--- config.mk ---
export PLATFORM = sky130hd
export DESIGN_NAME = xxh64_mul
export DESIGN_NICKNAME = d
export VERILOG_FILES = /design/src/hdl/xxh64_pkg.sv /design/src/hdl/xxh64_mul.sv
export SDC_FILE = /design/constraint.sdc
export NUM_CORES = 2
export LEC_CHECK = 0
export BUFFER_PORTS_ARGS = -buffer_cell sky130_fd_sc_hd__buf_2
export CORE_MARGIN = 1
export CORE_UTILIZATION = 60
export DETAILED_ROUTE_END_ITERATION = 7
export PLACE_DENSITY = 0.78
export SLEW_MARGIN = 40
export SYNTH_ARGS = -nofsm -noshare
export SYNTH_HDL_FRONTEND = slang
export SYNTH_SLANG_ARGS = --single-unit
--- constraint.sdc ---
create_clock -name aclk -period 21.2 [get_ports aclk]
set_input_delay 2.12 -clock aclk [delete_from_list [all_inputs] [get_ports aclk]]
set_output_delay 2.12 -clock aclk [all_outputs]
set_load 0.1 [all_outputs]
--- src/hdl/xxh64_pkg.sv ---
`default_nettype none
// ----------------------------------------------------------------------------
// xxh64_pkg
// Shared types and constants for the streaming XXH64 hasher.
// ----------------------------------------------------------------------------
package xxh64_pkg;

    // XXH64 primes.
    localparam logic [63:0] PRIME1 = 64'd11400714785074694791;
    localparam logic [63:0] PRIME2 = 64'd14029467366897019727;
    localparam logic [63:0] PRIME3 = 64'd1609587929392839161;
    localparam logic [63:0] PRIME4 = 64'd9650029242287828579;
    localparam logic [63:0] PRIME5 = 64'd2870177450012600261;

    // Bytes in one full word.
    localparam logic [3:0] FULL_WORD_BYTES = 4'd8;

    // One classified item as held in the queue.
    typedef struct packed {
        logic [63:0] data_word;
        logic [3:0]  byte_count;
        logic        last;
    } xxh_item_t;

    // Request to the shared multiplier.
    typedef struct packed {
        logic        start;
        logic [63:0] a;
        logic [63:0] b;
    } xxh_mul_req_t;

    // Back-end sequencer states.
    typedef enum logic [17:0] {
        ST_IDLE  = 18'h00001,
        ST_LR1   = 18'h00002,
        ST_LR2   = 18'h00004,
        ST_FIN0  = 18'h00008,
        ST_M1    = 18'h00010,
        ST_M2    = 18'h00020,
        ST_M3    = 18'h00040,
        ST_LEN   = 18'h00080,
        ST_W1    = 18'h00100,
        ST_W2    = 18'h00200,
        ST_W3    = 18'h00400,
        ST_HALF  = 18'h00800,
        ST_HALF2 = 18'h01000,
        ST_B1    = 18'h02000,
        ST_B2    = 18'h04000,
        ST_AV1   = 18'h08000,
        ST_AV2   = 18'h10000,
        ST_AV3   = 18'h20000
    } xxh_state_t;

    // Rotate left by a constant amount in 1..63.
    function automatic logic [63:0] rotl(input logic [63:0] x, input int unsigned r);
        return (x << r) | (x >> (64 - r));
    endfunction

endpackage
`default_nettype wire

--- src/hdl/xxh64_mul.sv ---
`default_nettype none
// ----------------------------------------------------------------------------
// xxh64_mul
// 64x64 multiply modulo 2^64 built from three 32x32 partial products,
// one per cycle. The result is valid when done pulses.
// ----------------------------------------------------------------------------
module xxh64_mul (
    input  wire logic                  aclk,
    input  wire logic                  aresetn,
    input  wire xxh64_pkg::xxh_mul_req_t req,
    output logic                       busy,
    output logic                       done,
    output logic [63:0]                result
);
    import xxh64_pkg::*;

    logic [63:0] a_reg, b_reg;
    logic [63:0] acc_reg, acc_next;
    logic [1:0]  ph_reg, ph_next;
    logic        busy_reg, busy_next;
    logic        done_reg, done_next;
    logic [31:0] opx, opy;
    logic [63:0] prod;

    // Operand selection for the single 32x32 multiplier.
    always_comb begin
        case (ph_reg)
            2'd0:    begin opx = a_reg[31:0];  opy = b_reg[31:0];  end
            2'd1:    begin opx = a_reg[31:0];  opy = b_reg[63:32]; end
            default: begin opx = a_reg[63:32]; opy = b_reg[31:0];  end
        endcase
        prod = {32'd0, opx} * {32'd0, opy};
    end

    // Phase sequencing and accumulation.
    always_comb begin
        acc_next  = acc_reg;
        ph_next   = ph_reg;
        busy_next = busy_reg;
        done_next = 1'b0;
        if (busy_reg) begin
            if (ph_reg == 2'd0) begin
                acc_next = prod;
            end else begin
                acc_next = acc_reg + {prod[31:0], 32'd0};
            end
            if (ph_reg == 2'd2) begin
                busy_next = 1'b0;
                done_next = 1'b1;
                ph_next   = 2'd0;
            end else begin
                ph_next = ph_reg + 2'd1;
            end
        end else if (req.start) begin
            busy_next = 1'b1;
            ph_next   = 2'd0;
        end
    end

    always_ff @(posedge aclk) begin
        if (!aresetn) begin
            busy_reg <= 1'b0;
            done_reg <= 1'b0;
            ph_reg   <= 2'd0;
        end else begin
            busy_reg <= busy_next;
            done_reg <= done_next;
            ph_reg   <= ph_next;
        end
    end

    // Operand latch and accumulator.
    always_ff @(posedge aclk) begin
        acc_reg <= acc_next;
        if (req.start && !busy_reg) begin
            a_reg <= req.a;
            b_reg <= req.b;
        end
    end

    assign busy   = busy_reg;
    assign done   = done_reg;
    assign result = acc_reg;

endmodule
`default_nettype wire

==> flow_metrics.tcl <==
set metrics [dict create \
    cts_setup_buffers 0 \
    dp_hpwl_mm 96.4 \
    synth_seq_cells 196 \
    grt_max_degree 69 \
    drt-total-wl_mm 121 \
    final_nets 5708 \
    syn_area_um2 41100 \
    ctsResizeCount 0 \
    grt_pass1_wl_mm 189 \
    start_util_pct 60.9 \
    crit_type "reg2reg" \
    layout_common_cells "fa_1, inv_1, nand2_1" \
    critPathMaxFanout 40 \
    max_freq_mhz 90.2 \
    die_w_um 264 \
    drtAntennaViolNets 0 \
    grt_pass1_vias 33654 \
    vias_per_cell 5.96 \
    final-max-slew-violation-count 0 \
    drt_pass1_iterations 8 \
    drtIter0Drc 2936 \
    clk_latency_ns 0.53 \
    drive_gt1_share_pct 9.17 \
    finalSetupViolCount 0 \
    globalplace.congestion 1.03 \
    cts_buffers 17 \
    worstMarginPinSlew_ns 0.854 \
    avgRoutedWirePerCell_um 23.0 \
    synth_edf_count 192 \
    cts_tree "built" \
    synth_top_flop_cell "edfxtp_1" \
    synth_nets 5637 \
    fin_setup_tns_ns 0 \
    track_usage_pct 36.4 \
    cap_violations 0 \
    ys_types 74 \
    start_kind "flop" \
    hp-class "reg2reg" \
    cts_hold_buf 0 \
    drc_errors 0 \
    critical-path-top-delay-family "adder cells" \
    core_area_um2 67500 \
    cp.required_ns 21.48 \
    portBuffers 196 \
    crit_top_cell "fa_1" \
    async_reset_ff_share_pct 0 \
    min_period_ns 11.08 \
    status "finished, final reports clean" \
    cp_num_buf_inv 6 \
    synth.avg_cell_area_um2 9.53 \
    die_y_um 264 \
    grt-ovfl-total 0 \
    r2r-start "ph_reg[1]$_SDFFE_PN0P_" \
    ios 197 \
    hold_violations 0 \
    antenna_found_initial 2 \
    yosysSeqAreaShare_pct 14.2 \
    grt_setup_unrepaired "false" \
    fin_skew_ns 0.0288 \
    fin_util_pct 64.8 \
    num_rows 95 \
    area_growth_pct 6.35 \
    clockRootBuffer "clkbuf_16" \
    clock_sinks 196 \
    synth_cells 4313 \
    crit_start "ph_reg[1]$_SDFFE_PN0P_" \
    layout_worst_path_cycle_share_pct 52.3 \
    via_count 31401 \
    cpPeakStageDelay_ns 0.72 \
    die_area_um2 69600 \
    end_kind "flop" \
    cp.arrival_ns 11.37 \
    max_slew_margin_pct 41.5 \
    cts_buffer_depth 2 \
    yosysWarningCount 0 \
    clkTransAtPathRegs_ns 0.09 \
    h-tree-depth 4 \
    layout_commonest_cell "fa_1" \
    hold_start "ph_reg[0]$_SDFFE_PN0P_" \
    slowest_stage "mux2i_4" \
]
[stage by stage]
stage	setup slack (ns)	area, um2	hold WS [ns]	cells
after floorplan	11.69	41100	0.520	4313
after global placement	9.98	43000	0.581	5235
after detailed placement	10.15	43000	0.610	5236
after CTS	10.15	43700	0.622	5268
after global routing	9.68	43700	0.659	5271
final	10.12	43700	0.621	5272
[final timing paths]
| check | end | slack (ns) | cells past startpoint |
|---|---|---|---|
| worst max-delay path | result[61]$_DFFE_PP_ | 10.12 | 33 |
| worst min-delay path | ph_reg[0]$_SDFFE_PN0P_ | 0.62 | 2 |
| worst max register to register | result[61]$_DFFE_PP_ | 10.12 | 33 |
| worst min register to register | ph_reg[0]$_SDFFE_PN0P_ | 0.62 | 2 |
[worst min-delay path: stages, from the launching register on]
cell and delay [ns]:
dfxtp_1 0.38, a21oi_1 0.15, nor2b_1 0.05
[cells in the mapped netlist (all sizes together) (17+ instances only)]
master / instances / area share [%]
a21oi: 98 / 1.2
mux2: 61 / 1.7
xor2: 30 / 0.64
nor2: 412 / 3.8
ha: 296 / 9.0
and2: 51 / 0.78
xnor2: 55 / 1.2
nand3: 18 / 0.22
mux2i: 60 / 1.5
nand4: 22 / 0.33
o21ai: 73 / 0.90
clkbuf: 173 / 1.6
buf: 31 / 0.33
a21o: 42 / 0.77
nand2: 727 / 6.6
fa: 897 / 44
a211oi: 17 / 0.36
nor3: 18 / 0.22
edfxtp: 192 / 14
inv: 876 / 8.0
[per-layer routing]
| layer | routed length, um | share of wire [%] | GRT usage [%] |
|---|---|---|---|
| met1 | 43900 | 36 | 45.7 |
| met2 | 56300 | 46 | 57.8 |
| met3 | 13100 | 11 | 9.02 |
| met4 | 8110 | 6.7 | 21.1 |
| met5 | 12 | 0.0099 | 0 |
[cells by family after synthesis]
family | Yosys count | synth area share, %
adder cells (fa/ha/maj) | 1193 | 52.7
multiplexers | 121 | 3.13
AO/OA/AOI/OAI | 318 | 5.12
flip-flops | 196 | 14.2
AND/OR/NAND/NOR | 1320 | 13.1
XOR/XNOR | 85 | 1.81
buffers and inverters | 1080 | 9.91
[layout make-up]
cell class / count / area [um2]
clock inverters: 15 / 188
diodes: 2 / 5.00
inverters: 876 / 3290
clock buffers: 17 / 425
fillers: 5386 / 23800
repair buffers: 256 / 1470
flip-flops and latches: 196 / 5850
multi-input cells: 3037 / 31400
well taps: 873 / 1090
Power is left out: the tool's default activity adds up to more than one toggle a clock period on the data nets, which glitch-free logic cannot reach.
