$ cat src/hdl/xxh64_pkg.sv
`default_nettype none
// ----------------------------------------------------------------------------
// xxh64_pkg
// Shared types and constants for the streaming XXH64 hasher.
// ----------------------------------------------------------------------------
package xxh64_pkg;

    // XXH64 primes.
    localparam logic [63:0] PRIME1 = 64'd11400714785074694791;
    localparam logic [63:0] PRIME2 = 64'd14029467366897019727;
    localparam logic [63:0] PRIME3 = 64'd1609587929392839161;
    localparam logic [63:0] PRIME4 = 64'd9650029242287828579;
    localparam logic [63:0] PRIME5 = 64'd2870177450012600261;

    // Bytes in one full word.
    localparam logic [3:0] FULL_WORD_BYTES = 4'd8;

    // One classified item as held in the queue.
    typedef struct packed {
        logic [63:0] data_word;
        logic [3:0]  byte_count;
        logic        last;
    } xxh_item_t;

    // Request to the shared multiplier.
    typedef struct packed {
        logic        start;
        logic [63:0] a;
        logic [63:0] b;
    } xxh_mul_req_t;

    // Back-end sequencer states.
    typedef enum logic [17:0] {
        ST_IDLE  = 18'h00001,
        ST_LR1   = 18'h00002,
        ST_LR2   = 18'h00004,
        ST_FIN0  = 18'h00008,
        ST_M1    = 18'h00010,
        ST_M2    = 18'h00020,
        ST_M3    = 18'h00040,
        ST_LEN   = 18'h00080,
        ST_W1    = 18'h00100,
        ST_W2    = 18'h00200,
        ST_W3    = 18'h00400,
        ST_HALF  = 18'h00800,
        ST_HALF2 = 18'h01000,
        ST_B1    = 18'h02000,
        ST_B2    = 18'h04000,
        ST_AV1   = 18'h08000,
        ST_AV2   = 18'h10000,
        ST_AV3   = 18'h20000
    } xxh_state_t;

    // Rotate left by a constant amount in 1..63.
    function automatic logic [63:0] rotl(input logic [63:0] x, input int unsigned r);
        return (x << r) | (x >> (64 - r));
    endfunction

endpackage
`default_nettype wire

$ cat src/hdl/xxh64_front.sv
`default_nettype none
// ----------------------------------------------------------------------------
// xxh64_front
// Accepts items, normalizes the byte count and queues them for the back end.
// ----------------------------------------------------------------------------
module xxh64_front (
    input  wire logic                  aclk,
    input  wire logic                  aresetn,
    input  wire logic                  s_valid,
    output logic                       s_ready,
    input  wire logic [63:0]           s_data_word,
    input  wire logic [3:0]            s_byte_count,
    input  wire logic                  s_last,
    output logic                       q_valid,
    output xxh64_pkg::xxh_item_t       q_item,
    input  wire logic                  q_pop
);
    import xxh64_pkg::*;

    xxh_item_t  mem_reg [2];
    logic       wr_ptr_reg, wr_ptr_next;
    logic       rd_ptr_reg, rd_ptr_next;
    logic [1:0] cnt_reg, cnt_next;
    logic       push;
    xxh_item_t  item_in;

    // Only the last item may be partial; counts above eight saturate.
    always_comb begin
        item_in.data_word  = s_data_word;
        item_in.last       = s_last;
        if (!s_last || s_byte_count > FULL_WORD_BYTES) begin
            item_in.byte_count = FULL_WORD_BYTES;
        end else begin
            item_in.byte_count = s_byte_count;
        end
    end

    assign s_ready = (cnt_reg != 2'd2);
    assign push    = s_valid && s_ready;
    assign q_valid = (cnt_reg != 2'd0);
    assign q_item  = mem_reg[rd_ptr_reg];

    // Queue pointer and occupancy update.
    always_comb begin
        wr_ptr_next = push ? ~wr_ptr_reg : wr_ptr_reg;
        rd_ptr_next = q_pop ? ~rd_ptr_reg : rd_ptr_reg;
        cnt_next    = cnt_reg + {1'b0, push} - {1'b0, q_pop};
    end

    always_ff @(posedge aclk) begin
        if (!aresetn) begin
            wr_ptr_reg <= 1'b0;
            rd_ptr_reg <= 1'b0;
            cnt_reg    <= 2'd0;
        end else begin
            wr_ptr_reg <= wr_ptr_next;
            rd_ptr_reg <= rd_ptr_next;
            cnt_reg    <= cnt_next;
        end
    end

    // Queue storage.
    always_ff @(posedge aclk) begin
        if (push) begin
            mem_reg[wr_ptr_reg] <= item_in;
        end
    end

endmodule
`default_nettype wire

$ cat config.mk
export PLATFORM = sky130hd
export DESIGN_NAME = xxh64_front
export DESIGN_NICKNAME = d
export VERILOG_FILES = /design/src/hdl/xxh64_pkg.sv /design/src/hdl/xxh64_front.sv
export SDC_FILE = /design/constraint.sdc
export NUM_CORES = 1
export LEC_CHECK = 0
export BUFFER_PORTS_ARGS = -buffer_cell sky130_fd_sc_hd__buf_2
export CORE_UTILIZATION = 40
export CTS_CLUSTER_DIAMETER = 30
export DETAILED_ROUTE_END_ITERATION = 7
export GPL_ROUTABILITY_DRIVEN = 0
export GPL_TIMING_DRIVEN = 0
export HOLD_SLACK_MARGIN = 0.06
export PLACE_DENSITY = 0.74
export SKIP_CTS_REPAIR_TIMING = 1
export SLEW_MARGIN = 25
export SYNTH_ARGS = -nofsm -noshare
export SYNTH_HDL_FRONTEND = slang
export SYNTH_SLANG_ARGS = --single-unit
$ cat constraint.sdc
create_clock -name aclk -period 7.5 [get_ports aclk]
set_clock_uncertainty 0.15 [all_clocks]
set_input_delay 1.125 -clock aclk [delete_from_list [all_inputs] [get_ports aclk]]
set_output_delay 1.125 -clock aclk [all_outputs]
set_load 0.01 [all_outputs]
==> flow_summary.json, run 1 <==
{
  "max-slew-margin-rel_pct": 67.59,
  "core-area_sq_mm": 0.01277,
  "avgRoutedWirePerCell_um": 15.47,
  "layout_commonest_cell": "buf_2",
  "rsz0062_at_grt": "no",
  "worst_slack_ns": 4.577,
  "grt_pass1_vias": 2851,
  "vias_per_cell": 4.596,
  "antenna_found_initial": 0,
  "cts_max_path_buffers": 2,
  "max_slew.worst_pin.slew_ns": 0.4861,
  "clkSinkCount": 143,
  "wirelength_um": 9236,
  "drc": 0,
  "row_count": 41,
  "num_vias": 2744,
  "grt_pass1_wl_um": 13810,
  "dp_hpwl_um": 6057,
  "p_switching_mw": 0.4423,
  "synthMuxAreaShare_pct": 15.51,
  "period_share_pct": 38.98,
  "synth_warnings": 0,
  "cts_tree": "done",
  "synth_top_family_by_area": "multiplexers",
  "reg2reg_setup_slack_ns": 5.55,
  "syn_nets": 322,
  "mostFrequentLayoutCells": "buf_2, edfxtp_1, mux2_2, clkbuf_16, mux2_4",
  "overflow": 0,
  "avgSynthCellArea_sq_um": 21.44,
  "fp.dieW_um": 117.3,
  "startpoint_type": "register",
  "hold_start": "rd_ptr_reg$_SDFFE_PN0P_",
  "initial_core_util_pct": 41.62,
  "combPwrFrac_pct": 12.2,
  "ios": 144,
  "worst_ep_arrival_time_ns": 1.65,
  "path_max_fanout": 10,
  "synth_xor_area_share_pct": 0.3295,
  "synth_edf_count": 138,
  "p_leak_nw": 2.613,
  "grt_usage_pct": 14.12,
  "pre_cts_slack_ns": 4.852,
  "synth_top_area_share_pct": 77.95,
  "cts_buffers": 17,
  "drv_slew": 0,
  "powerDensity_mw_per_mm2": 295.8,
  "r2r_cells": 3,
  "p_seq_share_pct": 47.8,
  "dieArea_sq_mm": 0.01376,
  "hold_viol_final": 0,
  "first_pass_iters": 4,
  "synth_top_flop_cell": "edfxtp_1",
  "synth_cell_types": 26,
  "synthAdderAreaFrac_pct": 0.2353,
  "path_class": "reg2out",
  "min_path_type": "reg2reg",
  "drt-initial-drc-count": 133,
  "rr_endpoint": "mem_reg[1][1]$_DFFE_PP_",
  "largest_reg_flops": 138,
  "clkPwrFrac_pct": 40.0,
  "outcome": "complete, no violations",
  "period_needed_ns": 2.923,
  "rr_startpoint": "cnt_reg[0]$_SDFF_PN0_",
  "ctsHtreeMaxLevel": 4,
  "power.internal_mw": 1.591,
  "cts_root_buffer": "clkbuf_16",
  "final_antenna_net_count": 0,
  "path_clk_slew_ns": 0.06,
  "synth.area.top_cells": "edfxtp_1, mux2_2, mux2_4",
  "drv_cap": 0,
  "io_buffers": 143,
  "fmax_mhz": 342.1,
  "final_net_count": 486,
  "fillCellCount": 1055,
  "holdPathStages": 2,
  "switching_share_pct": 21.76,
  "endpoint_kind": "output pin",
  "ys_seq_elements": 143,
  "diodes": 0,
  "async_flop_share_pct": 0,
  "clock_latency_ns": 0.40,
  "irDropWorstVdd_v": 0.0001743,
  "syn_area_sq_mm": 0.005316,
  "setup_viol": 0,
  "area_delta_synth_final_pct": 29.30,
  "drive_gt1_share_pct": 59.76,
  "grt_max_degree": 38,
  "die_h_um": 117.3,
  "yosysSeqAreaShare_pct": 79.83,
  "synth_compound_area_share_pct": 0.8473,
  "cp.required_ns": 6.22,
  "synth_cells": 248,
  "yosys.area_share.simple_pct": 1.859,
  "yosys.area.top_type": "edfxtp_1",
  "fin_setup_tns_ns": 0
}
[how the worst max path moves through the flow]
stage	startpoint	endpoint	slack [ns]	cells after the start
finish	register	q_item[61]	4.58	5
CTS	register	q_item[65]	4.53	5
global route	register	q_item[65]	4.48	5
global placement	s_valid	mem_reg[1][1]$_DFFE_PP_	3.10	2
detailed placement	s_valid	mem_reg[1][62]$_DFFE_PP_	4.85	3
floorplan	s_valid	mem_reg[1][0]$_DFFE_PP_	4.12	1
[synthesized netlist by cell type, types with 2 or more instances]
cell type  count
edfxtp_1     138
mux2_2        59
mux2_4        10
and2_1         6
buf_2          5
dfxtp_1        5
inv_1          3
buf_6          2
nand2_1        2
nand3b_1       2
[routing by layer]
metal	global-route usage, %	vias up	wire length (um)	share of wire [%]
li1	-	1306	-	-
met1	15.07	1333	3710	40
met2	24.39	97	4878	53
met3	6.231	8	564	6.1
met4	5.823	0	83	0.90
met5	0	-	0	0
[metrics by stage]
| step | power (mW) | utilization (%) | cells | cell area, sq um | hold slack, ns |
|---|---|---|---|---|---|
| floorplan | 1.135 | - | 248 | 5316 | 0.3785 |
| finish | 2.033 | 53.82 | 597 | 6874 | 0.4428 |
| CTS | 2.064 | 53.82 | 597 | 6874 | 0.4444 |
| global placement | 1.233 | 48.91 | 563 | 6247 | 0.3907 |
| detailed placement | 1.243 | 49.28 | 565 | 6295 | 0.4307 |
| global route | 2.120 | 53.82 | 597 | 6874 | 0.4835 |
[cell type report]
| class | count | area, sq um | area share, % |
|---|---|---|---|
| timing repair buffer | 145 | 755.7 | 10.99 |
| sequential | 143 | 4244 | 61.74 |
| multi-input combinational | 94 | 1003 | 14.60 |
| tap | 172 | 215.2 | 3.131 |
| clock inverter | 13 | 146.4 | 2.130 |
| buffer | 8 | 62.56 | 0.9101 |
| inverter | 3 | 13.76 | 0.2002 |
| clock buffer | 19 | 432.9 | 6.298 |
[power groups by stage]
stage               Combinational [mW]  Sequential [mW]  Clock (mW)
floorplan                        0.147            0.987           0
global placement                 0.241            0.992           0
global route                     0.273            0.979       0.868
CTS                              0.255            0.974       0.836
detailed placement               0.253            0.990           0
finish                           0.248            0.973       0.813
[logic make-up after synthesis]
kind of cell               Yosys count
adders and majority gates            1
and+or+nand+nor                     16
xor gates and xnor gates             2
AOI/OAI and AO/OA                    5
muxes                               70
buffers and inverters               11
DFF                                143
[critical path, stage by stage, from the launching register on]
cell and delay [ns]:
dfxtp_1 0.32, buf_6 0.13, buf_6 0.17, buf_8 0.17, mux2_4 0.30, buf_2 0.14
No activity file was read; power rests on OpenSTA's default activity.
==> inputs of run 2 (changes only) <==
- clock period: 7.5 -> 2.9 ns (I/O delays scaled with it)
==> flow_summary.json, run 2 (synthesis results as in run 1) <==
{
  "diodes": 0,
  "place_area_sq_mm": 0.006295,
  "final_util_pct": 58.60,
  "max_slew.worst_pin.slew_ns": 0.4905,
  "final_net_count": 547,
  "fillCellCount": 993,
  "irDropWorstVdd_v": 0.0004117,
  "cts_buffers": 17,
  "grt_max_degree": 38,
  "drt-initial-drc-count": 129,
  "path_buf_inv": 4,
  "p_seq_share_pct": 47.1,
  "crit_slowest_cell": "dfxtp_1",
  "drc": 0,
  "period_share_pct": 77.06,
  "grt_usage_pct": 14.12,
  "row_count": 41,
  "ios": 144,
  "p_total_mw": 5.339,
  "setup_viol": 0,
  "power.internal_mw": 4.168,
  "cp_cell_sequence": "buf_6 -> buf_6 -> buf_8 -> mux2_4 -> buf_2",
  "path_class": "reg2out",
  "use_met3_pct": 6.231,
  "area_delta_synth_final_pct": 40.79,
  "critPathTopFamily": "buffers and inverters",
  "avgRoutedWirePerCell_um": 15.36,
  "use_met2_pct": 24.39,
  "drv_cap": 0,
  "p_switching_mw": 1.171,
  "mostFrequentLayoutCells": "buf_2, edfxtp_1, dlygate4sd3_1, mux2_2, clkbuf_16",
  "min_path_type": "in2reg",
  "stdcell_area_sq_mm": 0.007485,
  "cts_max_path_buffers": 2,
  "max-slew-margin-rel_pct": 67.30,
  "pre_cts_slack_ns": 0.9243,
  "outcome": "complete, no violations",
  "largest_reg_flops": 138,
  "dieArea_sq_mm": 0.01376,
  "clkSinkCount": 143,
  "fin_setup_tns_ns": 0,
  "combPwrFrac_pct": 13.3,
  "final_antenna_net_count": 0,
  "fmax_mhz": 447.5,
  "path_clk_slew_ns": 0.06,
  "endpoint_kind": "output pin",
  "fin_hold_ws_ns": 0.07787,
  "p_leak_nw": 2.867,
  "vias_per_cell": 4.526,
  "die_h_um": 117.3,
  "worst_ep_arrival_time_ns": 1.65,
  "top_usage_layer": "met2",
  "startpoint_type": "register",
  "crit_top_cell": "buf_6",
  "core-area_sq_mm": 0.01277,
  "stdcell_count": 658,
  "use_met1_pct": 15.07,
  "rsz0062_at_grt": "no",
  "drive_gt1_share_pct": 52.26,
  "overflow": 0,
  "antenna_found_initial": 0,
  "io_buffers": 143,
  "hold_viol_final": 0,
  "grt_pass1_wl_um": 13810,
  "cpPeakStageDelay_ns": 0.32,
  "cp.required_ns": 2.32,
  "path_max_fanout": 10,
  "dp.cells": 565,
  "powerDensity_mw_per_mm2": 713.3,
  "dp_hpwl_um": 6057,
  "layout_commonest_cell": "buf_2",
  "ctsHtreeMaxLevel": 4,
  "cts_root_buffer": "clkbuf_16",
  "clkPwrFrac_pct": 39.5,
  "initial_core_util_pct": 41.62,
  "num_vias": 2978,
  "drv_slew": 0,
  "period_needed_ns": 2.235,
  "grt_pass1_vias": 2851,
  "cts_tree": "done",
  "wirelength_um": 10110,
  "switching_share_pct": 21.93,
  "clock_latency_ns": 0.41,
  "fp.dieW_um": 117.3,
  "first_pass_iters": 4,
  "worst_slack_ns": 0.6654
}
-- run 2: changes by cell type in the layout (fill, tap and decap cells not counted), sizes merged --
cell / delta
dlygate4sd3: +61
-- run 2: layer usage --
layer	up-vias	part of all wire, %
met5	-	0
met4	0	0.96
met3	9	5.0
met2	94	54
met1	1449	40
li1	1426	-
-- run 2: area by class of cell --
type | instances | area (sq um) | area share (%)
buffer | 8 | 62.56 | 0.8358
clock buffer | 19 | 432.9 | 5.784
clock inverter | 13 | 146.4 | 1.956
inverter | 3 | 13.76 | 0.1839
multi-input combinational | 94 | 1003 | 13.41
sequential | 143 | 4244 | 56.70
tap | 172 | 215.2 | 2.875
timing repair buffer | 206 | 1366 | 18.25
-- run 2: power by group through the flow --
stage	combinational, mW	clock [mW]	sequential, mW
after detailed placement	0.655	0	2.56
final	0.712	2.11	2.52
after global placement	0.622	0	2.57
after global routing	0.778	2.24	2.53
after CTS	0.659	2.16	2.52
after floorplan	0.381	0	2.55
-- run 2: path summary, 6_finish.rpt --
check / startpoint / end / slack [ns] / cells after the start
worst min-delay path: s_data_word[6] / mem_reg[0][11]$_DFFE_PP_ / 0.08 / 1
worst max register to register: cnt_reg[0]$_SDFF_PN0_ / mem_reg[1][1]$_DFFE_PP_ / 0.91 / 3
worst min register to register: rd_ptr_reg$_SDFFE_PN0P_ / register / 0.44 / 2
worst max-delay path: register / q_item[59] / 0.67 / 5
==> inputs of run 3 (changes only) <==
- ABC_AREA: default -> 1
- clock period: 2.9 -> 2.2 ns (I/O delays scaled with it)
==> flow_summary.json, run 3 <==
{
  "outcome": "complete, no violations",
  "max_slew.worst_pin.slew_ns": 0.2530,
  "row_count": 41,
  "clkSinkCount": 143,
  "r2r_cells": 6,
  "cts_max_path_buffers": 2,
  "worst_ep_arrival_time_ns": 1.64,
  "final_net_count": 567,
  "grt_pass1_wl_um": 13790,
  "worst_slack_ns": 0.08149,
  "clock_latency_ns": 0.41,
  "pre_cts_slack_ns": 0.4642,
  "grt_max_degree": 25,
  "ys_seq_elements": 143,
  "startpoint_type": "register",
  "drive_gt1_share_pct": 50.40,
  "largest_reg_flops": 138,
  "dp.cells": 580,
  "min_path_type": "in2reg",
  "fmax_mhz": 472.0,
  "cts_tree": "done",
  "powerDensity_mw_per_mm2": 932.2,
  "synth_cell_types": 16,
  "period_share_pct": 96.30,
  "grt_usage_pct": 14.18,
  "period_needed_ns": 2.119,
  "drv_cap": 0,
  "syn_nets": 333,
  "vias_per_cell": 4.524,
  "grt_pass1_vias": 2863,
  "core-area_sq_mm": 0.01277,
  "yosysSeqAreaShare_pct": 80.21,
  "fp.dieW_um": 117.0,
  "final_util_pct": 59.93,
  "cts_root_buffer": "clkbuf_16",
  "synth_top_flop_cell": "edfxtp_1",
  "avgRoutedWirePerCell_um": 15.03,
  "max-slew-margin-rel_pct": 82.98,
  "drc": 0,
  "wirelength_um": 10190,
  "synth_warnings": 0,
  "synth_cells": 259,
  "synth_common_cells": "edfxtp_1, mux2_2, nand2_1, nor2_1, mux2_4",
  "path_clk_slew_ns": 0.05,
  "irDropWorstVdd_v": 0.0005379,
  "holdPathStages": 3,
  "path_max_fanout": 10,
  "area_delta_synth_final_pct": 44.67,
  "dp_hpwl_um": 6396,
  "avgSynthCellArea_sq_um": 20.43,
  "mostFrequentLayoutCells": "buf_2, edfxtp_1, dlygate4sd3_1, mux2_2, clkbuf_16",
  "num_vias": 3067,
  "endpoint_kind": "output pin",
  "antenna_found_initial": 0,
  "die_h_um": 117.0,
  "synth.area.top_cells": "edfxtp_1, mux2_2, mux2_4",
  "yosys.area.top_type": "edfxtp_1",
  "io_buffers": 143,
  "dieArea_sq_mm": 0.01369,
  "overflow": 0,
  "synth_edf_count": 138,
  "drv_slew": 0,
  "diodes": 0,
  "cts_buffers": 17,
  "setup_viol": 0,
  "final_antenna_net_count": 0,
  "initial_core_util_pct": 41.42,
  "fin_setup_tns_ns": 0,
  "p_leak_nw": 2.976,
  "stdcell_count": 678,
  "fillCellCount": 959,
  "ctsHtreeMaxLevel": 4,
  "ios": 144,
  "fin_hold_ws_ns": 0.1078,
  "cp.required_ns": 1.72,
  "synth_top_area_share_pct": 78.32,
  "path_class": "reg2out",
  "layout_commonest_cell": "buf_2",
  "drt-initial-drc-count": 175,
  "async_flop_share_pct": 0,
  "hold_viol_final": 0,
  "synth_most_common_cell": "edfxtp_1",
  "syn_area_sq_mm": 0.005291,
  "first_pass_iters": 4
}
==> run 3: changes by cell type after synthesis, sizes merged, moves of 6 or more <==
| cell | before | now |
|---|---|---|
| nand2 | 2 | 13 |
| nor2 | 0 | 11 |
| and2 | 6 | 0 |
| inv | 3 | 9 |
==> run 3: power by group <==
group | leakage [nW] | switching, mW | internal (mW)
clock network | 0.289 | 1.01 | 1.88
registers | 1.33 | 0.0553 | 3.26
logic | 1.36 | 0.463 | 0.478
total | 2.98 | 1.52 | 5.61
==> run 3: routing by layer <==
layer	vias to the layer above	global-route usage [%]	routed length, um
met5	-	0	0
met4	0	8.439	212
met3	21	4.119	495
met2	104	23.79	5496
met1	1476	16.16	3985
li1	1466	-	-
==> run 3: layout make-up <==
cell class	count	area (sq um)	share of cell area, %
Clock inverter	13	168.9	2.207
Inverter	9	33.78	0.4413
Sequential cell	143	4244	55.44
Multi-Input combinational cell	99	975.9	12.75
Tap cell	172	215.2	2.811
Timing Repair Buffer	215	1519	19.84
Buffer	8	65.06	0.8500
Clock buffer	19	432.9	5.655
==> run 3: critical path, stage by stage, from the launching register on <==
cell	delay [ns]
dfxtp_1	0.32
buf_6	0.12
buf_6	0.17
buf_8	0.18
mux2_4	0.31
buf_2	0.14
==> run 3: worst paths after layout <==
kind	startpoint	endpoint	slack (ns)
setup / recovery	register	q_item[60]	0.08
hold / removal	s_byte_count[2]	mem_reg[1][3]$_DFFE_PP_	0.11
setup reg to reg	cnt_reg[0]$_SDFF_PN0_	mem_reg[1][55]$_DFFE_PP_	0.47
hold reg to reg	rd_ptr_reg$_SDFFE_PN0P_	register	0.35
==> run 3: logic make-up after synthesis <==
| logic type | Yosys count | share of synthesized area (%) |
|---|---|---|
| flip-flops | 143 | 80.21 |
| adder cells (fa/ha/maj) | 1 | 0.2364 |
| XOR/XNOR | 1 | 0.1656 |
| AO/OA/AOI/OAI | 2 | 0.2364 |
| buffers and inverters | 17 | 1.821 |
| multiplexers | 69 | 15.39 |
| AND/OR/NAND/NOR | 26 | 1.939 |
==> run 3: through the flow <==
step                      area, sq um  total power, mW
after floorplan                  5316            3.813
after global placement           6247            4.121
after detailed placement         6390            4.217
after CTS                        6992            7.116
after global routing             7655            7.408
final                            7655            7.136
